## config.mk

```make
export PLATFORM = sky130hd
export DESIGN_NAME = pccc_ctrl
export DESIGN_NICKNAME = d
export VERILOG_FILES = /design/src/sv/pairwise_category_cooccurrence_counter_top_defines.svh /design/src/sv/pccc_pkg.sv /design/src/sv/pccc_ctrl.sv
export SDC_FILE = /design/constraint.sdc
export NUM_CORES = 1
export LEC_CHECK = 0
export BUFFER_PORTS_ARGS = -buffer_cell sky130_fd_sc_hd__buf_2
export CAP_MARGIN = 5
export CORE_MARGIN = 2
export CORE_UTILIZATION = 50
export DETAILED_ROUTE_END_ITERATION = 10
export PLACE_DENSITY = 0.71
export SLEW_MARGIN = 40
export SYNTH_ARGS = -nofsm -noshare
export SYNTH_HDL_FRONTEND = slang
export SYNTH_SLANG_ARGS = --single-unit
```

## constraint.sdc

```tcl
create_clock -name clk -period 6.87 [get_ports clk]
set_clock_uncertainty 0.2 [all_clocks]
set_input_delay 0.3435 -clock clk [delete_from_list [all_inputs] [get_ports clk]]
set_output_delay 0.3435 -clock clk [all_outputs]
set_load 0.02 [all_outputs]
```

## src/sv/pairwise_category_cooccurrence_counter_top_defines.svh

```systemverilog
// Assertion macros for the pairwise category co-occurrence counter.
`ifndef PAIRWISE_CATEGORY_COOCCURRENCE_COUNTER_TOP_DEFINES_SVH
`define PAIRWISE_CATEGORY_COOCCURRENCE_COUNTER_TOP_DEFINES_SVH

`ifndef SYNTHESIS

`define PCCC_ASSERT_IMP(label, clk, rst, ante, cons, msg) \
  label: assert property (@(posedge clk) disable iff (!rst) (ante) |-> (cons)) \
    else $error(msg);

`define PCCC_ASSERT_NEXT(label, clk, rst, ante, cons, msg) \
  label: assert property (@(posedge clk) disable iff (!rst) (ante) |=> (cons)) \
    else $error(msg);

`else

`define PCCC_ASSERT_IMP(label, clk, rst, ante, cons, msg)

`define PCCC_ASSERT_NEXT(label, clk, rst, ante, cons, msg)

`endif

`endif

```

## src/sv/pccc_pkg.sv

```systemverilog
// Shared constants, types and helper functions of the co-occurrence counter.
package pccc_pkg;

  localparam int MAX_CATEGORIES = 8;
  localparam int MAX_TIMES      = 8;
  localparam int COUNT_BITS     = 24;

  localparam int MAX_PAIRS  = MAX_TIMES * (MAX_TIMES - 1) / 2;
  localparam int TABLE_SIZE = MAX_CATEGORIES * MAX_CATEGORIES * MAX_PAIRS;

  localparam int ADDR_W       = $clog2(TABLE_SIZE);
  localparam int PAIR_W       = $clog2(MAX_PAIRS + 1);
  localparam int TIME_IDX_W   = $clog2(MAX_TIMES);
  localparam int VAL_W        = 5;
  localparam int CFG_W        = 4;
  localparam int CAT_FIELD_W  = 4;
  localparam int TIME_FIELD_W = 4;
  localparam int PAIR_FIELD_W = 5;
  localparam int OUT_COUNT_W  = 24;
  localparam int APB_DATA_W   = 32;
  localparam int APB_ADDR_W   = 3;

  localparam logic [COUNT_BITS-1:0] COUNT_MAX = {COUNT_BITS{1'b1}};

  // register indexes on the configuration port
  localparam logic REG_CATEGORIES = 1'b0;
  localparam logic REG_TIMES      = 1'b1;

  typedef struct packed {
    logic                  rd;
    logic                  wr;
    logic [ADDR_W-1:0]     addr;
    logic [COUNT_BITS-1:0] wdata;
  } pccc_req_t;

  typedef struct packed {
    logic                  valid;
    logic [COUNT_BITS-1:0] count;
    logic                  saturated;
  } pccc_result_t;

  typedef struct packed {
    logic busy;
    logic clearing;
  } pccc_status_t;

  function automatic logic [VAL_W-1:0] eff_categories(input logic [CFG_W-1:0] v);
    logic [VAL_W-1:0] r;
    if (v == CFG_W'(0)) r = VAL_W'(1);
    else if (int'(v) > MAX_CATEGORIES) r = VAL_W'(MAX_CATEGORIES);
    else r = VAL_W'(v);
    return r;
  endfunction

  function automatic logic [VAL_W-1:0] eff_times(input logic [CFG_W-1:0] v);
    logic [VAL_W-1:0] r;
    if (int'(v) < 2) r = VAL_W'(2);
    else if (int'(v) > MAX_TIMES) r = VAL_W'(MAX_TIMES);
    else r = VAL_W'(v);
    return r;
  endfunction

  function automatic logic [PAIR_W-1:0] pair_total(input logic [VAL_W-1:0] t);
    logic [2*VAL_W-1:0] prod;
    prod = (2*VAL_W)'(t) * (2*VAL_W)'(t - VAL_W'(1));
    return PAIR_W'(prod >> 1);
  endfunction

  // c1, c2 one based, p one based
  function automatic logic [ADDR_W-1:0] table_index(input logic [CAT_FIELD_W-1:0] c1,
                                                     input logic [CAT_FIELD_W-1:0] c2,
                                                     input logic [PAIR_W-1:0] p);
    logic [ADDR_W-1:0] cc;
    cc = ADDR_W'(c1 - CAT_FIELD_W'(1)) * ADDR_W'(MAX_CATEGORIES)
         + ADDR_W'(c2 - CAT_FIELD_W'(1));
    return cc * ADDR_W'(MAX_PAIRS) + ADDR_W'(p - PAIR_W'(1));
  endfunction

  function automatic logic [COUNT_BITS-1:0] sat_inc(input logic [COUNT_BITS-1:0] v);
    return (v == COUNT_MAX) ? v : v + COUNT_BITS'(1);
  endfunction

endpackage

```

## src/sv/pccc_ctrl.sv

```systemverilog
// Sequencer: subject row store, pair walk, shared address and increment unit.
module pccc_ctrl (
  input  logic                              clk,
  input  logic                              rst_n,
  input  logic [pccc_pkg::CFG_W-1:0]        cat_cfg,
  input  logic [pccc_pkg::CFG_W-1:0]        time_cfg,
  input  logic                              accept,
  input  logic                              mode,
  input  logic [pccc_pkg::TIME_FIELD_W-1:0] time_index,
  input  logic [pccc_pkg::CAT_FIELD_W-1:0]  response,
  input  logic                              last_of_subject,
  input  logic [pccc_pkg::CAT_FIELD_W-1:0]  read_cat_first,
  input  logic [pccc_pkg::CAT_FIELD_W-1:0]  read_cat_second,
  input  logic [pccc_pkg::PAIR_FIELD_W-1:0] read_pair,
  input  logic                              out_free,
  input  logic [pccc_pkg::COUNT_BITS-1:0]   mem_rdata,
  output pccc_pkg::pccc_req_t               mem_req,
  output pccc_pkg::pccc_result_t            res,
  output pccc_pkg::pccc_status_t            status
);
  import pccc_pkg::*;

  localparam logic [2:0] S_CLEAR    = 3'd0;
  localparam logic [2:0] S_IDLE     = 3'd1;
  localparam logic [2:0] S_LOADA    = 3'd2;
  localparam logic [2:0] S_PAIR     = 3'd3;
  localparam logic [2:0] S_RMW      = 3'd4;
  localparam logic [2:0] S_RD_ISSUE = 3'd5;
  localparam logic [2:0] S_RD_WAIT  = 3'd6;

  logic [2:0]             state_r, state_nxt;
  logic [CAT_FIELD_W-1:0] row_r [MAX_TIMES];
  logic [CAT_FIELD_W-1:0] row_nxt [MAX_TIMES];
  logic [TIME_IDX_W-1:0]  i_r, i_nxt, j_r, j_nxt;
  logic [PAIR_W-1:0]      pair_r, pair_nxt;
  logic [CAT_FIELD_W-1:0] a_r, a_nxt;
  logic [ADDR_W-1:0]      clr_r, clr_nxt;
  logic [CAT_FIELD_W-1:0] op_c1_r, op_c1_nxt, op_c2_r, op_c2_nxt;
  logic [PAIR_W-1:0]      op_p_r, op_p_nxt;
  logic                   rd_ok_r, rd_ok_nxt;

  logic [VAL_W-1:0]       cats_eff, times_eff;
  logic [PAIR_W-1:0]      pairs_eff;
  logic [CAT_FIELD_W-1:0] b_cat;
  logic [CAT_FIELD_W-1:0] u_c1, u_c2;
  logic [PAIR_W-1:0]      u_p;
  logic [ADDR_W-1:0]      u_addr;
  logic                   advance;

  assign cats_eff  = eff_categories(cat_cfg);
  assign times_eff = eff_times(time_cfg);
  assign pairs_eff = pair_total(times_eff);
  assign b_cat     = row_r[j_r];

  // shared address unit: pair walk or read item
  always_comb begin
    if (state_r == S_PAIR || state_r == S_RMW) begin
      u_c1 = a_r;
      u_c2 = b_cat;
      u_p  = pair_r;
    end else begin
      u_c1 = op_c1_r;
      u_c2 = op_c2_r;
      u_p  = op_p_r;
    end
  end

  assign u_addr = table_index(u_c1, u_c2, u_p);

  always_comb begin
    state_nxt = state_r;
    row_nxt   = row_r;
    i_nxt     = i_r;
    j_nxt     = j_r;
    pair_nxt  = pair_r;
    a_nxt     = a_r;
    clr_nxt   = clr_r;
    op_c1_nxt = op_c1_r;
    op_c2_nxt = op_c2_r;
    op_p_nxt  = op_p_r;
    rd_ok_nxt = rd_ok_r;
    advance   = 1'b0;
    mem_req   = '{rd: 1'b0, wr: 1'b0, addr: u_addr, wdata: sat_inc(mem_rdata)};
    res       = '{valid: 1'b0, count: '0, saturated: 1'b0};

    unique case (state_r)
      S_CLEAR: begin
        mem_req.wr    = 1'b1;
        mem_req.addr  = clr_r;
        mem_req.wdata = '0;
        if (clr_r == ADDR_W'(TABLE_SIZE - 1)) begin
          state_nxt = S_IDLE;
        end else begin
          clr_nxt = clr_r + ADDR_W'(1);
        end
      end
      S_IDLE: begin
        if (accept && !mode) begin
          if (time_index != TIME_FIELD_W'(0) && int'(time_index) <= int'(times_eff)) begin
            row_nxt[TIME_IDX_W'(time_index - TIME_FIELD_W'(1))] =
              (int'(response) > int'(cats_eff)) ? CAT_FIELD_W'(0) : response;
          end
          if (last_of_subject) begin
            i_nxt     = '0;
            j_nxt     = TIME_IDX_W'(1);
            pair_nxt  = PAIR_W'(1);
            state_nxt = S_LOADA;
          end
        end else if (accept) begin
          op_c1_nxt = read_cat_first;
          op_c2_nxt = read_cat_second;
          op_p_nxt  = PAIR_W'(read_pair);
          rd_ok_nxt = read_cat_first != CAT_FIELD_W'(0) &&
                      int'(read_cat_first) <= int'(cats_eff) &&
                      read_cat_second != CAT_FIELD_W'(0) &&
                      int'(read_cat_second) <= int'(cats_eff) &&
                      read_pair != PAIR_FIELD_W'(0) &&
                      int'(read_pair) <= int'(pairs_eff);
          state_nxt = S_RD_ISSUE;
        end
      end
      S_LOADA: begin
        a_nxt     = row_r[i_r];
        state_nxt = S_PAIR;
      end
      S_PAIR: begin
        if (a_r != CAT_FIELD_W'(0) && b_cat != CAT_FIELD_W'(0)) begin
          mem_req.rd = 1'b1;
          state_nxt  = S_RMW;
        end else begin
          advance = 1'b1;
        end
      end
      S_RMW: begin
        mem_req.wr = 1'b1;
        advance    = 1'b1;
      end
      S_RD_ISSUE: begin
        mem_req.rd = rd_ok_r;
        state_nxt  = S_RD_WAIT;
      end
      S_RD_WAIT: begin
        if (out_free) begin
          res.valid     = 1'b1;
          res.count     = rd_ok_r ? mem_rdata : '0;
          res.saturated = rd_ok_r && (mem_rdata == COUNT_MAX);
          state_nxt     = S_IDLE;
        end
      end
      default: begin
        state_nxt = S_IDLE;
      end
    endcase

    // step to the next time pair, or close the subject
    if (advance) begin
      pair_nxt = pair_r + PAIR_W'(1);
      if (int'(j_r) + 1 < int'(times_eff)) begin
        j_nxt     = j_r + TIME_IDX_W'(1);
        state_nxt = S_PAIR;
      end else if (int'(i_r) + 2 < int'(times_eff)) begin
        i_nxt     = i_r + TIME_IDX_W'(1);
        j_nxt     = i_r + TIME_IDX_W'(2);
        state_nxt = S_LOADA;
      end else begin
        for (int k = 0; k < MAX_TIMES; k++) begin
          row_nxt[k] = '0;
        end
        state_nxt = S_IDLE;
      end
    end
  end

  always_ff @(posedge clk) begin
    if (!rst_n) begin
      state_r <= S_CLEAR;
      clr_r   <= '0;
      i_r     <= '0;
      j_r     <= '0;
      pair_r  <= '0;
      rd_ok_r <= 1'b0;
      for (int k = 0; k < MAX_TIMES; k++) begin
        row_r[k] <= '0;
      end
    end else begin
      state_r <= state_nxt;
      clr_r   <= clr_nxt;
      i_r     <= i_nxt;
      j_r     <= j_nxt;
      pair_r  <= pair_nxt;
      rd_ok_r <= rd_ok_nxt;
      row_r   <= row_nxt;
    end
  end

  always_ff @(posedge clk) begin
    a_r     <= a_nxt;
    op_c1_r <= op_c1_nxt;
    op_c2_r <= op_c2_nxt;
    op_p_r  <= op_p_nxt;
  end

  assign status.busy     = (state_r != S_IDLE);
  assign status.clearing = (state_r == S_CLEAR);

endmodule

```

==> summary.md <==
| Metric | Value |
|---|---|
| Status | finished clean |
| PwrDens | 264.5 nW/um^2 |
| Drt drc | 0 |
| Most common cell after layout, fill and taps aside | buf_2 |
| Register Area | 1674 um^2 |
| Post-Syn Nets | 951 |
| Mapped Cells | 814 |
| DRT iter0 DRCs | 349 |
| EDFF count, synth | 17 |
| Die Area | 15040 um^2 |
| Cts hold-fix bufs | 0 |
| Clk_lat worst skew | 340 ps |
| Yosys cell types | 79 |
| Seq cells post-synth | 75 |
| Path type of the worst setup path | reg2out |
| Final Hold Fails | 0 |
| Dpl hpwl | 12840 um |
| Critical path fanouts, max | 5 |
| Pleak | 3.876 nW |
| Via count | 5975 |
| Wirelength, routed | 16470 um |
| Post-DP Area | 7691 um^2 |
| Die W | 122.6 um |
| Post-route cell area | 8049 um^2 |
| Antenna violations before repair | 0 |
| Final Max Tran Viols | 0 |
| Core area | 13830 um^2 |
| Wire length per cell | 14.99 um |
| Clock Pin Slew Worst Setup and Hold Paths | 70 ps |
| Largest net degree at the start of global routing | 35 |
| Max Cap Viol | 0 |
| Number of global-route vias before repair | 5457 |
| CTS root buffer | clkbuf_16 |
| F_max | 154.5 MHz |
| RSZ-0062 raised after global routing | false |
| Period utilization | 94.21% |
| Num CTS Buffers | 9 |
| Antenna cells | 0 |
| Async SR Flop Fraction | 0% |
| Die Y | 122.6 um |
| Initial core utilization | 50.90% |
| Io pins | 124 |
| Least-Margin Pin Slew | 776.2 ps |
| HP Class | in2reg |
| WP data required | 6330 ps |
| # fillers | 1253 |
| H-tree depth | 3 |
| All-Layer GR Usage | 22.14% |
| Row count | 43 |
| Clock sinks | 75 |
| Share of cells above drive strength 1 | 19.91% |
| DRT antenna net count | 0 |
| Area grow syn2layout | 14.36% |
| Final core utilization | 58.21% |
| YS warnings | 0 |
| Post-Syn Area | 7038 um^2 |
| CTS tree | yes |
| Crit path launch type | flip-flop |
| Peak VDD IR | 0.1566 mV |
| WP data arrival | 5930 ps |
| Main flop type after synthesis | dfxtp_1 |
| Nets@finish | 1051 |
| Synth Area per Inst | 8.646 um^2 |
| CP endpoint kind | output port |
| Final Wtd Congestion | 0.8676 |
| Setup Viol. Count Final | 0 |
| I/O Buffers | 123 |
| Commonest cells after routing, fill and taps aside | buf_2 (123), nor2_1 (98), ha_1 (65) |
| Setup TNS | 0 ps |
| Global-route wire length before repair | 26760 um |
| Grt total ovfl | 0 |
| Vias per cell | 5.437 |
| Multi-input gate area | 4980 um^2 |
| Worst rel slew slack | 48.18% |
| Pre-antenna DRT Iters | 5 |
| Min Tclk post-route | 6472 ps |
| Clock Path Buffers | 2 |
| Sequential share of the synthesized area | 23.75% |
-- routing by layer --
layer	track usage [%]	routed length (um)	share of wire (%)
met5	0	0	0
met4	3.664	80	0.49
met3	3.578	558	3.4
met2	37.22	7919	48
met1	30.46	7913	48
-- cell families after synthesis --
family	Yosys count	share of synthesized area, %
AOI/OAI and AO/OA	120	10.90
xor gates and xnor gates	65	8.764
adders and majority gates	79	15.40
buffers and inverters	91	5.778
DFF	75	23.75
muxes	66	12.14
other	2	0.1067
and+or+nand+nor	316	23.16
-- flip-flops by register name (all words and copies together), names as in the netlist --
| register | count |
|---|---|
| op_c1_r | 4 |
| state_r | 3 |
| op_c2_r | 4 |
| clr_r | 11 |
| rd_ok_r | 1 |
| row_r | 32 |
| j_r | 3 |
| pair_r | 5 |
| op_p_r | 5 |
| i_r | 3 |
| a_r | 4 |
-- what timing repair did --
| action | CTS | global route |
|---|---|---|
| buffers inserted | 0 | 2 |
| setup endpoints to repair | 0 | 1 |
| gates resized for setup | 0 | 6 |
-- final cells by class --
cell class | count | share of cell area (%)
Inverter | 52 | 2.441
Timing Repair Buffer | 128 | 8.114
Tap cell | 180 | 2.798
Clock inverter | 5 | 0.8394
Multi-Input combinational cell | 648 | 61.87
Sequential cell | 75 | 20.80
Clock buffer | 11 | 3.140
-- path summary, 6_finish.rpt --
check,startpoint,end,slack [ps],depth (start not counted)
min reg2reg,row_r[0],row_r[0],280,2
min,read_pair[0],op_p_r[0],20,1
max reg2reg,i_r[1],i_r[0],3780,8
max,j_r[0],mem_req[34],400,25
-- power by group --
group          internal [mW]  switching, mW  total, mW
Clock                  0.307          0.198      0.505
Sequential             0.468         0.0256      0.493
Combinational          0.484          0.646       1.13
-- synthesized netlist by cell type, drive strengths merged (15+ instances only) --
master / number / area share, %
dfxtp: 58 / 16
and3: 38 / 3.4
a21oi: 42 / 3.2
inv: 50 / 2.7
buf: 22 / 2.0
nand3: 33 / 2.3
o21ai: 26 / 1.8
nand2: 50 / 2.7
nor2: 99 / 5.3
edfxtp: 17 / 7.3
clkbuf: 17 / 0.96
ha: 65 / 12
mux2i: 46 / 6.5
nor2b: 15 / 1.3
xor2: 36 / 4.5
xnor2: 27 / 3.6
-- worst max-delay path, cell delays in order (launching register included) --
cell     delay, ps
dfxtp_1        450
mux4_1         620
mux2i_1        210
nor2_1          80
a21oi_2        240
ha_1           190
nand2_1         50
nand2_1         80
xor2_1         150
ha_1           180
inv_1           50
fa_1           420
xor2_2         230
fa_1           550
inv_1           40
ha_1           320
or2_2          290
a21oi_1        140
a31oi_1         60
xor2_1         150
ha_1           340
a21o_1         190
a31oi_1        170
xnor2_1        140
o21ai_1         60
buf_2          170
-- through the flow --
stage          power [mW]  std cells  hold WS (ps)  setup slack (ps)
2_1_floorplan       1.393        814         239.0             956.9
5_1_grt             2.294       1099         16.86             37.14
6_report            2.129       1099         20.86             398.0
3_3_place_gp        1.617       1081         262.4             715.6
3_5_place_dp        1.632       1081         264.5             573.7
4_1_cts             2.140       1097         17.19             211.4
No activity file was read; power rests on OpenSTA's default activity.
